### src/brd_pkg.sv
// Shared types and constants of the bounded ring deque.
package brd_pkg;

  localparam int unsigned DEPTH_DEF      = 16;
  localparam int unsigned WORD_WIDTH_DEF = 32;
  localparam int unsigned CMD_W          = 3;
  localparam int unsigned STATUS_W       = 3;
  localparam int unsigned PORT_WORD_W    = 32;
  localparam int unsigned CAP_W          = 5;
  localparam logic [CAP_W-1:0] CAP_RESET = 5'd16;

  typedef enum logic [CMD_W-1:0] {
    CMD_PUSH_BACK  = 3'd0,
    CMD_PUSH_FRONT = 3'd1,
    CMD_POP_BACK   = 3'd2,
    CMD_POP_FRONT  = 3'd3,
    CMD_DUMP       = 3'd4
  } cmd_e;

  typedef enum logic [STATUS_W-1:0] {
    ST_OK        = 3'd0,
    ST_OVERFLOW  = 3'd1,
    ST_UNDERFLOW = 3'd2,
    ST_EMPTY     = 3'd3,
    ST_ENTRY     = 3'd4
  } status_e;

  // One result as it leaves the controller; the word comes from the store read port.
  typedef struct packed {
    logic    valid;
    status_e status;
    logic    last;
    logic    has_word;
  } rsp_t;

endpackage

### src/brd_ram.sv
// Generic single-write, single-read RAM with registered read data.
module brd_ram #(
  parameter int unsigned WIDTH = 32,
  parameter int unsigned DEPTH = 16,
  localparam int unsigned AW   = (DEPTH > 1) ? $clog2(DEPTH) : 1
) (
  input  logic             clk_i,
  input  logic             we_i,
  input  logic [AW-1:0]    waddr_i,
  input  logic [WIDTH-1:0] wdata_i,
  input  logic [AW-1:0]    raddr_i,
  output logic [WIDTH-1:0] rdata_o
);

  logic [WIDTH-1:0] mem_q [DEPTH];
  logic [WIDTH-1:0] rdata_q;

  always_ff @(posedge clk_i) begin
    if (we_i) begin
      mem_q[waddr_i] <= wdata_i;
    end
    rdata_q <= mem_q[raddr_i];
  end

  assign rdata_o = rdata_q;

endmodule

### src/brd_ctrl.sv
// Pointer, occupancy and dump sequencing logic of the ring deque.
module brd_ctrl #(
  parameter int unsigned DEPTH = brd_pkg::DEPTH_DEF,
  localparam int unsigned IW   = (DEPTH > 1) ? $clog2(DEPTH) : 1,
  localparam int unsigned CW   = $clog2(DEPTH + 1)
) (
  input  logic                     clk_i,
  input  logic                     rst_ni,
  input  logic                     start_i,
  input  brd_pkg::cmd_e            cmd_i,
  input  logic                     cfg_we_i,
  input  logic [brd_pkg::CAP_W-1:0] cfg_wdata_i,
  output logic                     busy_o,
  output brd_pkg::rsp_t            rsp_o,
  output logic                     ram_we_o,
  output logic [IW-1:0]            ram_waddr_o,
  output logic [IW-1:0]            ram_raddr_o
);

  logic [brd_pkg::CAP_W-1:0] capacity_q, capacity_d;
  logic [IW-1:0]             head_q, head_d, tail_q, tail_d;
  logic [CW-1:0]             occ_q, occ_d;
  logic                      dump_active_q, dump_active_d;
  logic [IW-1:0]             dump_pos_q, dump_pos_d;
  logic [CW-1:0]             dump_left_q, dump_left_d;
  brd_pkg::rsp_t             rsp_q, rsp_d;
  logic [CW-1:0]             eff_cap;

  // Advance one place, wrapping at the capacity in use.
  function automatic logic [IW-1:0] next_idx(input logic [IW-1:0] idx,
                                              input logic [CW-1:0] cap);
    logic [CW-1:0] inc;
    inc = CW'(idx) + CW'(1);
    return (inc == cap) ? '0 : IW'(inc);
  endfunction

  // Step back one place, wrapping at the capacity in use.
  function automatic logic [IW-1:0] prev_idx(input logic [IW-1:0] idx,
                                              input logic [CW-1:0] cap);
    logic [CW-1:0] top;
    top = cap - CW'(1);
    return (idx == '0) ? IW'(top) : idx - IW'(1);
  endfunction

  // Capacities above the store depth act as the depth.
  always_comb begin
    if (32'(capacity_q) > DEPTH) begin
      eff_cap = CW'(DEPTH);
    end else begin
      eff_cap = CW'(capacity_q);
    end
  end

  always_comb begin
    capacity_d    = capacity_q;
    head_d        = head_q;
    tail_d        = tail_q;
    occ_d         = occ_q;
    dump_active_d = dump_active_q;
    dump_pos_d    = dump_pos_q;
    dump_left_d   = dump_left_q;
    rsp_d         = '0;
    ram_we_o      = 1'b0;
    ram_waddr_o   = '0;
    ram_raddr_o   = '0;

    if (dump_active_q) begin
      ram_raddr_o    = dump_pos_q;
      rsp_d.valid    = 1'b1;
      rsp_d.status   = brd_pkg::ST_ENTRY;
      rsp_d.has_word = 1'b1;
      rsp_d.last     = (dump_left_q == CW'(1));
      dump_pos_d     = next_idx(dump_pos_q, eff_cap);
      dump_left_d    = dump_left_q - CW'(1);
      if (dump_left_q == CW'(1)) begin
        dump_active_d = 1'b0;
      end
    end else if (start_i) begin
      unique case (cmd_i)
        brd_pkg::CMD_PUSH_BACK, brd_pkg::CMD_PUSH_FRONT: begin
          rsp_d.valid = 1'b1;
          rsp_d.last  = 1'b1;
          if (occ_q >= eff_cap) begin
            rsp_d.status = brd_pkg::ST_OVERFLOW;
          end else begin
            rsp_d.status = brd_pkg::ST_OK;
            ram_we_o     = 1'b1;
            occ_d        = occ_q + CW'(1);
            if (occ_q == '0) begin
              head_d      = '0;
              tail_d      = '0;
              ram_waddr_o = '0;
            end else if (cmd_i == brd_pkg::CMD_PUSH_BACK) begin
              tail_d      = next_idx(tail_q, eff_cap);
              ram_waddr_o = tail_d;
            end else begin
              head_d      = prev_idx(head_q, eff_cap);
              ram_waddr_o = head_d;
            end
          end
        end
        brd_pkg::CMD_POP_BACK, brd_pkg::CMD_POP_FRONT: begin
          rsp_d.valid = 1'b1;
          rsp_d.last  = 1'b1;
          if (occ_q == '0 || eff_cap == '0) begin
            rsp_d.status = brd_pkg::ST_UNDERFLOW;
          end else begin
            rsp_d.status   = brd_pkg::ST_OK;
            rsp_d.has_word = 1'b1;
            occ_d          = occ_q - CW'(1);
            if (cmd_i == brd_pkg::CMD_POP_BACK) begin
              ram_raddr_o = tail_q;
              tail_d      = prev_idx(tail_q, eff_cap);
            end else begin
              ram_raddr_o = head_q;
              head_d      = next_idx(head_q, eff_cap);
            end
            // last entry gone: park both pointers at the origin
            if (occ_q == CW'(1)) begin
              head_d = '0;
              tail_d = '0;
            end
          end
        end
        brd_pkg::CMD_DUMP: begin
          rsp_d.valid = 1'b1;
          if (occ_q == '0 || eff_cap == '0) begin
            rsp_d.status = brd_pkg::ST_EMPTY;
            rsp_d.last   = 1'b1;
          end else begin
            ram_raddr_o    = head_q;
            rsp_d.status   = brd_pkg::ST_ENTRY;
            rsp_d.has_word = 1'b1;
            rsp_d.last     = (occ_q == CW'(1));
            if (occ_q != CW'(1)) begin
              dump_active_d = 1'b1;
              dump_pos_d    = next_idx(head_q, eff_cap);
              dump_left_d   = occ_q - CW'(1);
            end
          end
        end
        default: begin
          rsp_d = '0;
        end
      endcase
    end

    // A capacity write builds a fresh, empty deque.
    if (cfg_we_i) begin
      capacity_d = cfg_wdata_i;
      head_d     = '0;
      tail_d     = '0;
      occ_d      = '0;
    end
  end

  always_ff @(posedge clk_i or negedge rst_ni) begin
    if (!rst_ni) begin
      capacity_q    <= brd_pkg::CAP_RESET;
      head_q        <= '0;
      tail_q        <= '0;
      occ_q         <= '0;
      dump_active_q <= 1'b0;
      dump_pos_q    <= '0;
      dump_left_q   <= '0;
      rsp_q         <= '0;
    end else begin
      capacity_q    <= capacity_d;
      head_q        <= head_d;
      tail_q        <= tail_d;
      occ_q         <= occ_d;
      dump_active_q <= dump_active_d;
      dump_pos_q    <= dump_pos_d;
      dump_left_q   <= dump_left_d;
      rsp_q         <= rsp_d;
    end
  end

  assign busy_o = dump_active_q;
  assign rsp_o  = rsp_q;

`ifndef SYNTHESIS
  a_occ_in_cap: assert property (@(posedge clk_i) disable iff (!rst_ni)
    occ_q <= eff_cap)
    else $error("occupancy exceeds capacity");

  a_empty_parks: assert property (@(posedge clk_i) disable iff (!rst_ni)
    occ_q == '0 |-> head_q == '0 && tail_q == '0)
    else $error("empty deque with pointers away from origin");

  a_dump_count: assert property (@(posedge clk_i) disable iff (!rst_ni)
    dump_active_q |-> dump_left_q != '0 && dump_left_q < occ_q)
    else $error("dump counter out of range");

  a_no_write_in_dump: assert property (@(posedge clk_i) disable iff (!rst_ni)
    dump_active_q |-> !ram_we_o)
    else $error("store written during a dump");

  a_dump_emits: assert property (@(posedge clk_i) disable iff (!rst_ni)
    dump_active_q |=> rsp_q.valid && rsp_q.status == brd_pkg::ST_ENTRY)
    else $error("dump cycle without an entry result");
`endif

endmodule

### src/bounded_ring_deque_unit.sv
// Top level of the bounded ring deque: store, controller and result port.
//
// One request per command. Push and pop requests are taken every cycle while
// busy_o is low and answer in the cycle after acceptance with a single strobed
// result. A dump of n entries reads the store one entry per cycle: it holds
// busy_o high while the later entries are read and emits n results on
// consecutive cycles, the first in the cycle after acceptance, the final one
// flagged by last_o. The dump rate is set by the single read port of the store.
// The receiver cannot stall; each result is valid for exactly one cycle with
// done_o. Writing the capacity empties the deque; write it only while idle.
module bounded_ring_deque_unit #(
  parameter int unsigned DEPTH      = brd_pkg::DEPTH_DEF,
  parameter int unsigned WORD_WIDTH = brd_pkg::WORD_WIDTH_DEF
) (
  input  logic                               clk_i,
  input  logic                               rst_ni,
  input  logic                               start_i,
  output logic                               busy_o,
  input  logic [brd_pkg::CMD_W-1:0]          cmd_i,
  input  logic [brd_pkg::PORT_WORD_W-1:0]    push_word_i,
  input  logic                               cfg_we_i,
  input  logic [brd_pkg::CAP_W-1:0]          cfg_wdata_i,
  output logic                               done_o,
  output logic [brd_pkg::STATUS_W-1:0]       status_o,
  output logic [brd_pkg::PORT_WORD_W-1:0]    out_word_o,
  output logic                               last_o
);

  localparam int unsigned IW = (DEPTH > 1) ? $clog2(DEPTH) : 1;
  localparam int unsigned PW = brd_pkg::PORT_WORD_W;

  logic                    ram_we;
  logic [IW-1:0]           ram_waddr, ram_raddr;
  logic [WORD_WIDTH-1:0]   ram_wdata, ram_rdata;
  logic [PW-1:0]           rd_word;
  brd_pkg::rsp_t           rsp;

  brd_ctrl #(
    .DEPTH (DEPTH)
  ) u_ctrl (
    .clk_i       (clk_i),
    .rst_ni      (rst_ni),
    .start_i     (start_i),
    .cmd_i       (brd_pkg::cmd_e'(cmd_i)),
    .cfg_we_i    (cfg_we_i),
    .cfg_wdata_i (cfg_wdata_i),
    .busy_o      (busy_o),
    .rsp_o       (rsp),
    .ram_we_o    (ram_we),
    .ram_waddr_o (ram_waddr),
    .ram_raddr_o (ram_raddr)
  );

  brd_ram #(
    .WIDTH (WORD_WIDTH),
    .DEPTH (DEPTH)
  ) u_store (
    .clk_i   (clk_i),
    .we_i    (ram_we),
    .waddr_i (ram_waddr),
    .wdata_i (ram_wdata),
    .raddr_i (ram_raddr),
    .rdata_o (ram_rdata)
  );

  // Fit the stored word width to the fixed port width.
  if (WORD_WIDTH > PW) begin : g_wide
    assign ram_wdata = {{(WORD_WIDTH - PW){1'b0}}, push_word_i};
    assign rd_word   = ram_rdata[PW-1:0];
  end else if (WORD_WIDTH < PW) begin : g_narrow
    assign ram_wdata = push_word_i[WORD_WIDTH-1:0];
    assign rd_word   = {{(PW - WORD_WIDTH){1'b0}}, ram_rdata};
  end else begin : g_equal
    assign ram_wdata = push_word_i;
    assign rd_word   = ram_rdata;
  end

  assign done_o     = rsp.valid;
  assign status_o   = rsp.status;
  assign last_o     = rsp.last;
  assign out_word_o = rsp.has_word ? rd_word : '0;

endmodule

### config.mk
export PLATFORM = sky130hd
export DESIGN_NAME = bounded_ring_deque_unit
export DESIGN_NICKNAME = d
export VERILOG_FILES = /design/src/brd_pkg.sv /design/src/brd_ram.sv /design/src/brd_ctrl.sv /design/src/bounded_ring_deque_unit.sv
export SDC_FILE = /design/constraint.sdc
export NUM_CORES = 1
export LEC_CHECK = 0
export BUFFER_PORTS_ARGS = -buffer_cell sky130_fd_sc_hd__buf_2
export CAP_MARGIN = 20
export CORE_MARGIN = 8
export CORE_UTILIZATION = 62
export CTS_CLUSTER_SIZE = 28
export DETAILED_ROUTE_END_ITERATION = 7
export GPL_ROUTABILITY_DRIVEN = 0
export GPL_TIMING_DRIVEN = 0
export MAX_ROUTING_LAYER = met4
export PLACE_DENSITY = 0.8
export SLEW_MARGIN = 20
export SYNTH_ARGS = -nofsm -noshare
export SYNTH_HDL_FRONTEND = slang
export SYNTH_SLANG_ARGS = --single-unit
### constraint.sdc
create_clock -name clk_i -period 8 [get_ports clk_i]
set_input_delay 0.8 -clock clk_i [delete_from_list [all_inputs] [get_ports clk_i]]
set_output_delay 0.8 -clock clk_i [all_outputs]
set_load 0.05 [all_outputs]
**Word-level counts from Yosys, hierarchy flattened**

Memory sizes are Yosys's and may differ from the RTL's. A register that Yosys moved wholly into a read port is not among the register bits.
Index checks and enable logic that the tools add are counted.

- Bits in registers: 34
- Memory bits (writable): 512
- Input port bits: 44
- Output and inout bits: 38
- Word-level logic and storage cells: 134
- Memories kept: 1

- Add/sub/neg operators: 9
- Order comparisons: 2
- Equal/unequal tests: 18
- Multiplexer cells: 75
- Reductions and logical operators: 18

Memories:

| memory | words | width | read ports | clocked after memory_dff | write ports | RTL line | RTL |
|---|---|---|---|---|---|---|---|
| u_store.mem_q | 16 | 32 | 1 | 1 | 1 | brd_ram.sv:15 | `logic [WIDTH-1:0] mem_q [DEPTH];` |

Operator list:

| cell | number |
|---|---|
| 4-bit 2-to-1 mux | 40 |
| 5-bit 2-to-1 mux | 11 |
| 32-bit 2-to-1 mux | 1 |
| 4-bit case mux with 2 select lines | 3 |
| 4-bit by 1-bit adder with 5-bit output (second input constant) | 3 |
| 5-bit == test | 3 |
| 1-bit 2-to-1 mux | 15 |
| 5-bit case mux with 3 select lines | 1 |
| 7-bit AND reduction | 2 |
| 6-bit 2-to-1 mux | 2 |
| 4-bit by 1-bit subtractor with 4-bit output (second input constant) | 3 |
| 5-bit by 1-bit == test with 1-bit output (second input constant) | 2 |
| 5-bit logical NOT | 2 |
| 5-bit case mux with 2 select lines | 1 |
| 5-bit by 1-bit subtractor with 5-bit output (second input constant) | 2 |
| 4-bit logical NOT | 2 |
| 4-bit by 2-bit inequality test with 1-bit output (second input constant) | 2 |
| 2-bit nonzero test | 4 |
| 3-bit by 2-bit == test with 1-bit output (second input constant) | 2 |
| 3-bit inequality test (second input constant) | 2 |
| 5-bit by 1-bit adder with 5-bit output (second input constant) | 1 |
| 5-bit >= comparator | 1 |
| 5-bit greater-than comparator (second input constant) | 1 |
| 5-bit by 1-bit inequality test with 1-bit output (second input constant) | 1 |
| 14 further kinds | 15 |

**Longest topological paths before layout**

Gate-level depths: netlist of the first run.

- Depth after elaboration: 11
- Mapped depth: 14
- Depth with buffers taken out: 11

**Hierarchy**

Synthesis of the first run repeated with hierarchy kept, for this count alone.

- Cells, all modules: 1,230
- Area, all modules: 23,067.1 um^2

By module, submodules not included:

| module | instances | cells an instance | area an instance (um^2) | seq. area each (um^2) |
|---|---|---|---|---|
| brd_ram | 1 | 838 | 19,835.3 | 16,015.4 |
| brd_ctrl | 1 | 357 | 2,976.6 | 852.1 |
| bounded_ring_deque_unit | 1 | 35 | 255.2 | 0.0 |

**Worst setup path before layout of the first run**

OpenSTA, ideal clock, no wires.

- Kind: register to register
- From: register u_ctrl.tail_q[0]
- To: memory u_store.mem_q[0][0] (enable)
- Setup time: 0.502 ns
- Arrival time: 5.161 ns
- Data required time: 7.498 ns
- Path slack: 2.338 ns
- Stages on the path, launching flop included: 10
- Path buffers: 0
- Clock period less this slack: 5.662 ns
- Path through: dfrtp_1 inv_1 ha_1 inv_1 a211oi_1 a31oi_1 nor3_2 a2bb2oi_2 or2b_1 nor4_1

- Word-level cells in the longest chain between the ends: 9

Ends and longest elaborated chain:

| element | RTL line | RTL |
|---|---|---|
| from (decl) | brd_ctrl.sv:21 | `logic [IW-1:0] head_q, head_d, tail_q, tail_d;` |
| from (signal assigned) | brd_ctrl.sv:170 | `tail_q <= tail_d;` |
| 4-bit by 1-bit adder with 5-bit output (*) | brd_ctrl.sv:33 | `inc = CW'(idx) + CW'(1);` |
| 5-bit == test | brd_ctrl.sv:34 | `return (inc == cap) ? '0 : IW'(inc);` |
| 4-bit 2-to-1 mux (*) | brd_ctrl.sv:34 |  |
| 4-bit 2-to-1 mux (*) | brd_ctrl.sv:93 | `end else if (cmd_i == brd_pkg::CMD_PUSH_BACK) begin` |
| 4-bit 2-to-1 mux (*) | brd_ctrl.sv:89 | `if (occ_q == '0) begin` |
| 4-bit 2-to-1 mux (*) | brd_ctrl.sv:83 | `if (occ_q >= eff_cap) begin` |
| 4-bit 2-to-1 mux (*) | brd_ctrl.sv:79 | `unique case (cmd_i)` |
| 4-bit 2-to-1 mux (*) | brd_ctrl.sv:78 | `end else if (start_i) begin` |
| 4-bit 2-to-1 mux (*) | brd_ctrl.sv:67 | `if (dump_active_q) begin` |
| to (decl) | brd_ram.sv:15 |  |

Every way passes the cells marked *; elsewhere a longest branch is shown, timed or not.

**Worst setup path in the final report of the first run**

- From: register u_ctrl.capacity_q[4] in the netlist's numbering
- To: memory u_store.mem_q[0][17] (enable)

- Word-level cells in the longest chain between the ends: 10
- Elaborated cells between the ends (all ways): 19
- Those cells by class: 1 x add/sub; 2 x order compare; 1 x eq/ne; 15 x mux

Ends and longest elaborated chain:

| element | RTL line | RTL |
|---|---|---|
| from (decl) | brd_ctrl.sv:20 | `logic [brd_pkg::CAP_W-1:0] capacity_q, capacity_d;` |
| from (signal assigned) | brd_ctrl.sv:159 | `capacity_q <= brd_pkg::CAP_RESET;` |
| from (signal assigned) | brd_ctrl.sv:168 | `capacity_q <= capacity_d;` |
| 5-bit greater-than comparator | brd_ctrl.sv:47 | `if (32'(capacity_q) > DEPTH) begin` |
| 5-bit 2-to-1 mux (*) | brd_ctrl.sv:47 |  |
| 4-bit by 1-bit subtractor with 4-bit output or 5-bit == test (tied branches) | brd_ctrl.sv:41, brd_ctrl.sv:34 |  |
| 4-bit 2-to-1 mux, on equally long branches | brd_ctrl.sv:42, brd_ctrl.sv:34 |  |
| 4-bit 2-to-1 mux | brd_ctrl.sv:93 |  |
| 4-bit 2-to-1 mux | brd_ctrl.sv:89 |  |
| 4-bit 2-to-1 mux | brd_ctrl.sv:83 |  |
| 4-bit 2-to-1 mux | brd_ctrl.sv:79 |  |
| 4-bit 2-to-1 mux | brd_ctrl.sv:78 |  |
| 4-bit 2-to-1 mux | brd_ctrl.sv:67 |  |

Marked as above.

==> metrics.md, run 1 <==
| Metric | Value |
|---|---|
| Htree depth | `2` |
| DR WL/cell | `25.1 um` |
| Max clock buf depth | `3` |
| Critical path's slowest cell | `nor3_1` |
| Core area | `roughly 38000 sq um` |
| Worst VDD drop | `0.211 mV` |
| # setup viols final | `0` |
| Critical register-to-register path startpoint | `u_ctrl.capacity_q[4]` |
| I/O Buffers | `81` |
| Cells after Synth | `1806` |
| Ys Warns | `0` |
| Rows | `71` |
| Post-synthesis mux area share | `approximately 1.8%` |
| PwrDens | `273 nW/um^2` |
| Slowest cell delay on critical path | `0.87 ns` |
| Worst Hold Class | `input port to asynchronous set/reset pin` |
| WP buf/inv | `8` |
| Clock transition at path regs | `0.06 ns` |
| # IOs | `82` |
| Number of synthesized flops with an enable pin | `roughly 500` |
| Status | `finished, final reports clean` |
| Fin. Hold Viols | `0` |
| Gr ovfl total | `0` |
| Top cells by area, synth | `edfxtp_1, nand2_1, dfrtp_1, dfxtp_1, nor2_1` |
| HPWL Detailed | `between 40 and 50 mm` |
| Max Fclk | `222 MHz` |
| Clk sinks | `578` |
| Critical Path End Type | `flop` |
| Area grow syn2layout | `14.8%` |
| Layout cells sized above 1 | `16.7%` |
| Vias/cell | `approximately 6.4` |
| CTS Hold Buffers Added | `0` |
| 1st-pass router iterations | `6` |
| Vias | `16.2k` |
| Routed WL | `63.4 mm` |
| Mapped Avg Cell Area | `13.2 sq um` |
| Initial antenna violation count | `4` |
| Setup CP Type | `flop to flop` |
| Seq/Total Area, Yosys | `70.9%` |
| Tmin final | `4.50 ns` |
| CTS tree | `yes` |
| Most used DFF post-synth | `edfxtp_1` |
| Most frequent CP cell | `buf_2` |
| Busiest grt layer | `met2` |
| Arr. time, crit path | `4.87 ns` |
| Simple-gate share of the synthesized area | `13.3%` |
| Largest family of logic cells by synthesized area | `simple AND/OR/NAND/NOR gates` |
| M1 GR Usage | `35.9%` |
| Met2 Usage GRT | `46.3%` |
| Adder-Cell Fraction of Synth Area | `0.946%` |
| Xor and xnor area share after synthesis | `0.957%` |
| Async SR Flop Fraction | `5.88%` |
| Vias in the first global route | `16.1k` |
| Slew @ Worst Pin | `1.15 ns` |
| Skew-Pair Late Insertion Delay | `between 0.6 and 0.7 ns` |
| Iter 0 DRT Violations | `2158` |
| TritonCTS Buffers | `55` |
| Leak Pwr | `around 9.6 nW` |
| Worst-path cell chain | `buf_4 > inv_2 > nand2_1 > inv_2 > ha_1 > nand2b_1 > a211oi_1 > o21bai_1 > a21oi_1 > buf_2 > nand2_1 > nor3_1 > nor4_2 > buf_2 > buf_4 > buf_2 > buf_2` |
| Placed insts | `2423` |
| Die Y | `212 um` |
| Met3 global-route usage | `5.63%` |
| Flops & latches, synth | `578` |
| CTS root buf | `clkbuf_16` |
| Drc violations | `0` |
| Final Total Pwr | `7.45 mW` |
| Compound-cell area share of the yosys netlist | `9.14%` |
| Mapped Nets | `1868` |
| Family with the most delay on the worst path | `buffers and inverters` |
| Layout Nets | `approximately 2k` |
| Post-synth top area cell | `edfxtp_1` |
| Non-filler cells, final | `2530` |
| Post-CTS sizing | `0` |
| Slew HR | `23.0%` |
| Synth Cell Area | `23800 sq um` |
| Largest net degree at the start of global routing | `35` |
| Worst setup SP type | `flop` |
| CP required | `around 8.4 ns` |
| Initial core utilization | `63.0%` |
| Die X | `212 um` |
| First-pass GRT wire length | `approximately 95 mm` |
| CP max FO | `10` |
| Postcts setup bufs | `0` |
| Layout Skew | `0.0343 ns` |
| Unique masters post-synth | `80` |
| Area share of the largest cell type after synthesis | `64.6%` |
| Die area | `between 40000 and 50000 sq um` |
| Max-Cap Viols | `0` |
| Max-slew violations | `0` |
| RSZ-0062 raised after global routing | `no` |
| DRT antenna net count | `0` |
| Fin crit share | `a little under three fifths` |
| Gr usage total | `29.2%` |
| Critical Path Source | `u_ctrl.capacity_q[4]` |
[placed cells by master, fill, tap and decap left out, types with 25 or more instances in the layout]
master / n
and2_1: 35
dfrtp_1: 33
edfxtp_1: 512
mux2i_1: 38
nand2_1: 385
a211oi_1: 28
o21ai_0: 42
nand3_1: 74
dfxtp_1: 32
nor3_1: 25
nor2_1: 92
buf_2: 141
a21oi_1: 80
clkbuf_1: 32
clkbuf_16: 55
and3_1: 26
[power breakdown]
part           leakage [nW]  total, mW  switching, mW  internal, mW
clock network         0.901       2.64           1.13          1.50
registers              5.31       3.47         0.0576          3.42
logic                  3.36       1.33          0.922         0.412
total                  9.57       7.45           2.11          5.33
[flip-flops by register name, indices dropped and copies added, names as in the netlist]
register	cells
u_store.mem_q	512
u_ctrl.busy_o	1
u_ctrl.tail_q	4
u_ctrl.occ_q	5
u_ctrl.rsp_o	6
u_ctrl.capacity_q	5
u_ctrl.head_q	4
u_ctrl.dump_pos_q	4
u_ctrl.dump_left_q	5
u_store.rdata_o	32
[layer usage]
metal | wire length [um] | part of all wire [%]
met5 | 0 | 0
met4 | 3330 | 5.2
met3 | 6600 | 10
met2 | 30500 | 48
met1 | 23000 | 36
[cells by family after synthesis]
group,count (synthesis)
simple gates,712
flops,578
compound gates,298
buf+inv,132
mux,42
xor+xnor,26
fa+ha+maj,18
[Yosys cell counts, drive strengths merged, types with 3 or more instances]
| master | count |
|---|---|
| ha | 18 |
| xnor2 | 16 |
| o211ai | 3 |
| nand2 | 385 |
| and2 | 35 |
| mux2i | 38 |
| nand3 | 74 |
| dfxtp | 32 |
| dfrtp | 33 |
| o221ai | 3 |
| nor3 | 26 |
| mux2 | 4 |
| edfxtp | 512 |
| a22o | 4 |
| nor2 | 108 |
| nor4 | 5 |
| o21ai | 45 |
| clkbuf | 24 |
| a21oi | 80 |
| a31oi | 23 |
| a2111oi | 20 |
| o21a | 8 |
| a211oi | 28 |
| xor2 | 10 |
| or3 | 4 |
| nand4 | 13 |
| o31ai | 5 |
| a21o | 3 |
| inv | 19 |
| a32oi | 24 |
| buf | 89 |
| a22oi | 15 |
| nor3b | 3 |
| or4 | 3 |
| a32o | 12 |
| and3 | 26 |
| nand2b | 11 |
| nor2b | 8 |
[worst paths after layout]
kind	to	depth (start not counted)	slack (ns)
max	u_store.mem_q[0][17]	17	3.50
min	u_ctrl.occ_q[0]	1	0.28
max reg2reg	u_store.mem_q[0][17]	17	3.50
min reg2reg	u_ctrl.dump_left_q[2]	2	0.59
max in group asynchronous	u_ctrl.tail_q[1]	1	7.22
min in group clk_i	u_ctrl.capacity_q[4]	3	0.41
[per-stage QoR]
step           instance area (sq um)  setup WS (ns)  setup TNS [ns]  hold WS, ns  utilization [%]
6_report                       27300           3.50               0        0.276             72.4
4_1_cts                        27300           3.60               0        0.289             72.4
2_1_floorplan                  23800           2.34               0        0.504                -
5_1_grt                        27300           3.31               0        0.340             72.4
3_5_place_dp                   25500           3.62               0        0.573             67.5
3_3_place_gp                   24800         -0.823          -26.26        0.568             65.8
[cell type report]
cell class / instances / area (sq um)
clock buffer: 72 / 1520
fill: 2350 / 10400
clock inverter: 32 / 323
buffer: 113 / 636
sequential: 578 / 16900
antenna: 3 / 7.51
timing repair buffer: 106 / 916
tap: 511 / 639
inverter: 19 / 71.3
multi-input combinational: 1096 / 6350
(Power assumes the default switching activity.)
==> inputs of run 2 (changes only) <==
--- a/config.mk
+++ b/config.mk
@@ -5,6 +5,7 @@
 export SDC_FILE = /design/constraint.sdc
 export NUM_CORES = 1
 export LEC_CHECK = 0
+export ABC_AREA = 1
 export BUFFER_PORTS_ARGS = -buffer_cell sky130_fd_sc_hd__buf_2
 export CAP_MARGIN = 20
 export CORE_MARGIN = 8
==> constraint.sdc (replaced) <==
create_clock -name clk_i -period 4.7 [get_ports clk_i]
set_input_delay 0.47 -clock clk_i [delete_from_list [all_inputs] [get_ports clk_i]]
set_output_delay 0.47 -clock clk_i [all_outputs]
set_load 0.05 [all_outputs]
==> run 2 against run 1 <==
  * Worst setup slack got worse by 3.2 ns
  * Fmax increased by 3.1%
  * Clock power increased by 69%
  * Via count increased by 27%
  * Global-route usage increased by 2.5 points
  * Core utilization decreased by 1.8 points
  * Critical path depth decreased by 2
  * Sequential share of layout area decreased by 4.4 points
  * Die area increased by 8.6%
  * Cell count increased by 32%
  * Area after synthesis increased by 9.3%
  * Critical endpoint is now u_store.mem_q[8][20]
  * Sequential cell count unchanged
==> metrics.md, run 2 <==
| Metric | Value |
|---|---|
| Initial antenna violation count | `2 (was 4)` |
| Worst VDD drop | `0.332 mV (was 0.211 mV)` |
| # setup viols final | `0 (unchanged)` |
| Seq/Total Area, Yosys | `64.9% (was 70.9%)` |
| Max-slew violations | `0 (unchanged)` |
| CP required | `5.00 ns (was 8.37 ns)` |
| Leak Pwr | `12.6 nW (was 9.57 nW)` |
| Skew-Pair Late Insertion Delay | `0.62 ns (was 0.64 ns)` |
| Setup CP Type | `flop to flop (unchanged)` |
| PwrDens | `478 nW/um^2 (was 273 nW/um^2)` |
| Dpl cell area | `27600 sq um (was 25500 sq um)` |
| Die X | `221 um (was 212 um)` |
| Vias | `20.5k (was 16.2k)` |
| Area share of the largest cell type after synthesis | `59.1% (was 64.6%)` |
| Fin crit share | `92.9% (was 56.3%)` |
| Initial core utilization | `62.4% (was 63.0%)` |
| Number of synthesized flops with an enable pin | `512 (unchanged)` |
| Routed WL | `76.7 mm (was 63.4 mm)` |
| Drc violations | `0 (unchanged)` |
| Htree depth | `2 (unchanged)` |
| Clock transition at path regs | `0.06 ns (about the same)` |
| Worst Hold Class | `input port to flop (was input port to asynchronous set/reset pin)` |
| Fin. Hold Viols | `0 (unchanged)` |
| Layout cells sized above 1 | `11.4% (was 16.7%)` |
| Worst setup margin | `0.334 ns (was 3.50 ns)` |
| CTS root buf | `clkbuf_16 (unchanged)` |
| Ys Warns | `0 (unchanged)` |
| Most common cell after layout, fill and taps aside | `nand2_1 (was edfxtp_1)` |
| Pre-CTS WS | `0.488 ns (was 3.62 ns)` |
| Tmin final | `4.37 ns (was 4.50 ns)` |
| Synth Cell Area | `26000 sq um (was 23800 sq um)` |
| Slew @ Worst Pin | `1.13 ns (was 1.15 ns)` |
| # IOs | `82 (unchanged)` |
| Layout Nets | `2804 (was 2031)` |
| Unique masters post-synth | `41 (was 80)` |
| Gr usage total | `31.7% (was 29.2%)` |
| WHS | `0.0538 ns (was 0.276 ns)` |
| Critical Path End Type | `flop (unchanged)` |
| Rows | `75 (was 71)` |
| Critical path's slowest cell | `nor2_4 (was nor3_1)` |
| Iter 0 DRT Violations | `3148 (was 2158)` |
| I/O Buffers | `81 (unchanged)` |
| Layout Skew | `0.0175 ns (was 0.0343 ns)` |
| Mapped Avg Cell Area | `10.1 sq um (was 13.2 sq um)` |
| Mapped Nets | `2649 (was 1868)` |
| Vias in the first global route | `20.4k (was 16.1k)` |
| Slew HR | `24.5% (was 23.0%)` |
| Async SR Flop Fraction | `5.88% (unchanged)` |
| Max Fclk | `229 MHz (was 222 MHz)` |
| Core area | `41700 sq um (was 37800 sq um)` |
| Largest net degree at the start of global routing | `35 (unchanged)` |
| Cells after Synth | `2587 (was 1806)` |
| CP max FO | `17 (was 10)` |
| Placed insts | `3223 (was 2423)` |
| Top cells by area, synth | `edfxtp_1, nand3_1, nand2_1, inv_1, dfrtp_1 (was edfxtp_1, nand2_1, dfrtp_1, dfxtp_1, nor2_1)` |
| Vias/cell | `6.15 (was 6.39)` |
| Commonest cells post-synth | `nand2_1, nand3_1, edfxtp_1 (was edfxtp_1, nand2_1, nor2_1)` |
| DR WL/cell | `23.0 um (was 25.1 um)` |
| Flops & latches, synth | `578 (unchanged)` |
| Max-Cap Viols | `0 (unchanged)` |
| DRT antenna net count | `0 (unchanged)` |
| Arr. time, crit path | `4.67 ns (was 4.87 ns)` |
| Total negative slack | `0 ns (unchanged)` |
| Gr ovfl total | `0 (unchanged)` |
| Area grow syn2layout | `13.1% (was 14.8%)` |
| Post-synth top area cell | `edfxtp_1 (unchanged)` |
| Non-filler cells, final | `3328 (was 2530)` |
| Post-CTS sizing | `0 (unchanged)` |
| Worst-path cell chain | `nor2_1 > nand3_1 > nand2_2 > nand2_2 > inv_1 > ha_1 > nand2_1 > inv_1 > nand4_1 > o2111ai_1 > nor3_1 > clkbuf_1 > nand4_1 > nor2_4 > buf_16 (was buf_4 > inv_2 > nand2_1 > inv_2 > ha_1 > nand2b_1 > a211oi_1 > o21bai_1 > a21oi_1 > buf_2 > nand2_1 > nor3_1 > nor4_2 > buf_2 > buf_4 > buf_2 > buf_2)` |
| Core Util, Final | `70.6% (was 72.4%)` |
| Commonest cells after routing, fill and taps aside | `nand2_1, nand3_1, edfxtp_1 (was edfxtp_1, nand2_1, buf_2)` |
| Number of flip-flops in the largest register | `512 (unchanged)` |
| Die Y | `221 um (was 212 um)` |
| RSZ-0062 raised after global routing | `no (unchanged)` |
| Postcts setup bufs | `0 (unchanged)` |
| Final Total Pwr | `14.1 mW (was 7.45 mW)` |
| Worst setup SP type | `flop (unchanged)` |
| Most flops, register | `u_store.mem_q (unchanged)` |
| First-pass GRT wire length | `116 mm (was 95.4 mm)` |
| Slowest cell delay on critical path | `0.82 ns (was 0.87 ns)` |
| Most used DFF post-synth | `edfxtp_1 (unchanged)` |
| Most common cell in the netlist | `nand2_1 (was edfxtp_1)` |
| HPWL Detailed | `50.3 mm (was 40.3 mm)` |
| Die area | `48800 sq um (was 44900 sq um)` |
| Max clock buf depth | `3 (unchanged)` |
| Clk sinks | `578 (unchanged)` |
| Finished Cell Area | `29400 sq um (was 27300 sq um)` |
| TritonCTS Buffers | `55 (unchanged)` |
| CTS tree | `yes (unchanged)` |
| 1st-pass router iterations | `7 (was 6)` |
| Status | `finished, final reports clean (unchanged)` |
==> run 2: cell count changes after synthesis, moves of 38 or more <==
cell / delta
a21oi_1: -68
inv_1: +358
mux2i_1: -38
nand2_1: +248
nand3_1: +550
nor2_1: -60
==> run 2: path summary, 6_finish.rpt <==
path,startpoint,end,slack [ns],cells past startpoint
worst max-delay path,u_ctrl.capacity_q[2],u_store.mem_q[8][20],0.33,15
worst min-delay path,cfg_wdata_i[2],u_ctrl.capacity_q[2],0.05,3
worst max register to register,u_ctrl.capacity_q[2],u_store.mem_q[8][20],0.33,15
worst min register to register,u_ctrl.dump_left_q[0],u_ctrl.dump_left_q[0],0.58,2
max in group asynchronous,rst_ni,u_ctrl.tail_q[2],3.71,2
min in group asynchronous,rst_ni,u_ctrl.capacity_q[3],0.48,2
==> run 2: area by class of cell <==
class,count,area [sq um]
repair buffers,98,826
well taps,539,674
flip-flops and latches,578,16900
clock inverters,13,193
diodes,2,5.00
multi-input cells,1481,7090
plain buffers,147,743
inverters,381,1430
fillers,2837,12300
clock buffers,89,1580
==> run 2: cell families (layout without fill, tap and decap cells) <==
kind of cell / after synthesis / count (layout) / synth area share [%]
adder cells (fa/ha/maj): 18 / 18 / 0.866
XOR/XNOR: 17 / 17 / 0.572
buffers and inverters: 528 / 728 / 8.36
flip-flops: 578 / 578 / 64.9
AO/OA/AOI/OAI: 73 / 73 / 1.62
other: 0 / 2 / 0
AND/OR/NAND/NOR: 1373 / 1373 / 23.7
==> run 2: critical path, delay by kind of cell, from the launching register on <==
kind	cells	cell delay [ns]
compound gates	1	0.18
fa+ha+maj	1	0.24
buf+inv	4	0.80
flops	1	0.44
simple gates	9	2.36
==> run 2: where the power goes <==
group	internal, mW	switching, mW
Clock	2.57	1.90
Sequential	5.89	0.154
Combinational	0.973	2.59
Total	9.43	4.64
==> run 2: per-layer routing <==
| metal | up-vias | global-route usage (%) | wire [um] |
|---|---|---|---|
| li1 | 8953 | - | - |
| met1 | 9555 | 37.6 | 26400 |
| met2 | 1598 | 50.2 | 35700 |
| met3 | 365 | 7.66 | 10100 |
| met4 | 0 | 17.0 | 4490 |
| met5 | - | - | 0 |
==> run 2: timing repair <==
action,in CTS,in global routing
hold buffers,1,0
endpoints found under the hold margin,33,0
endpoints found under the setup margin,0,0
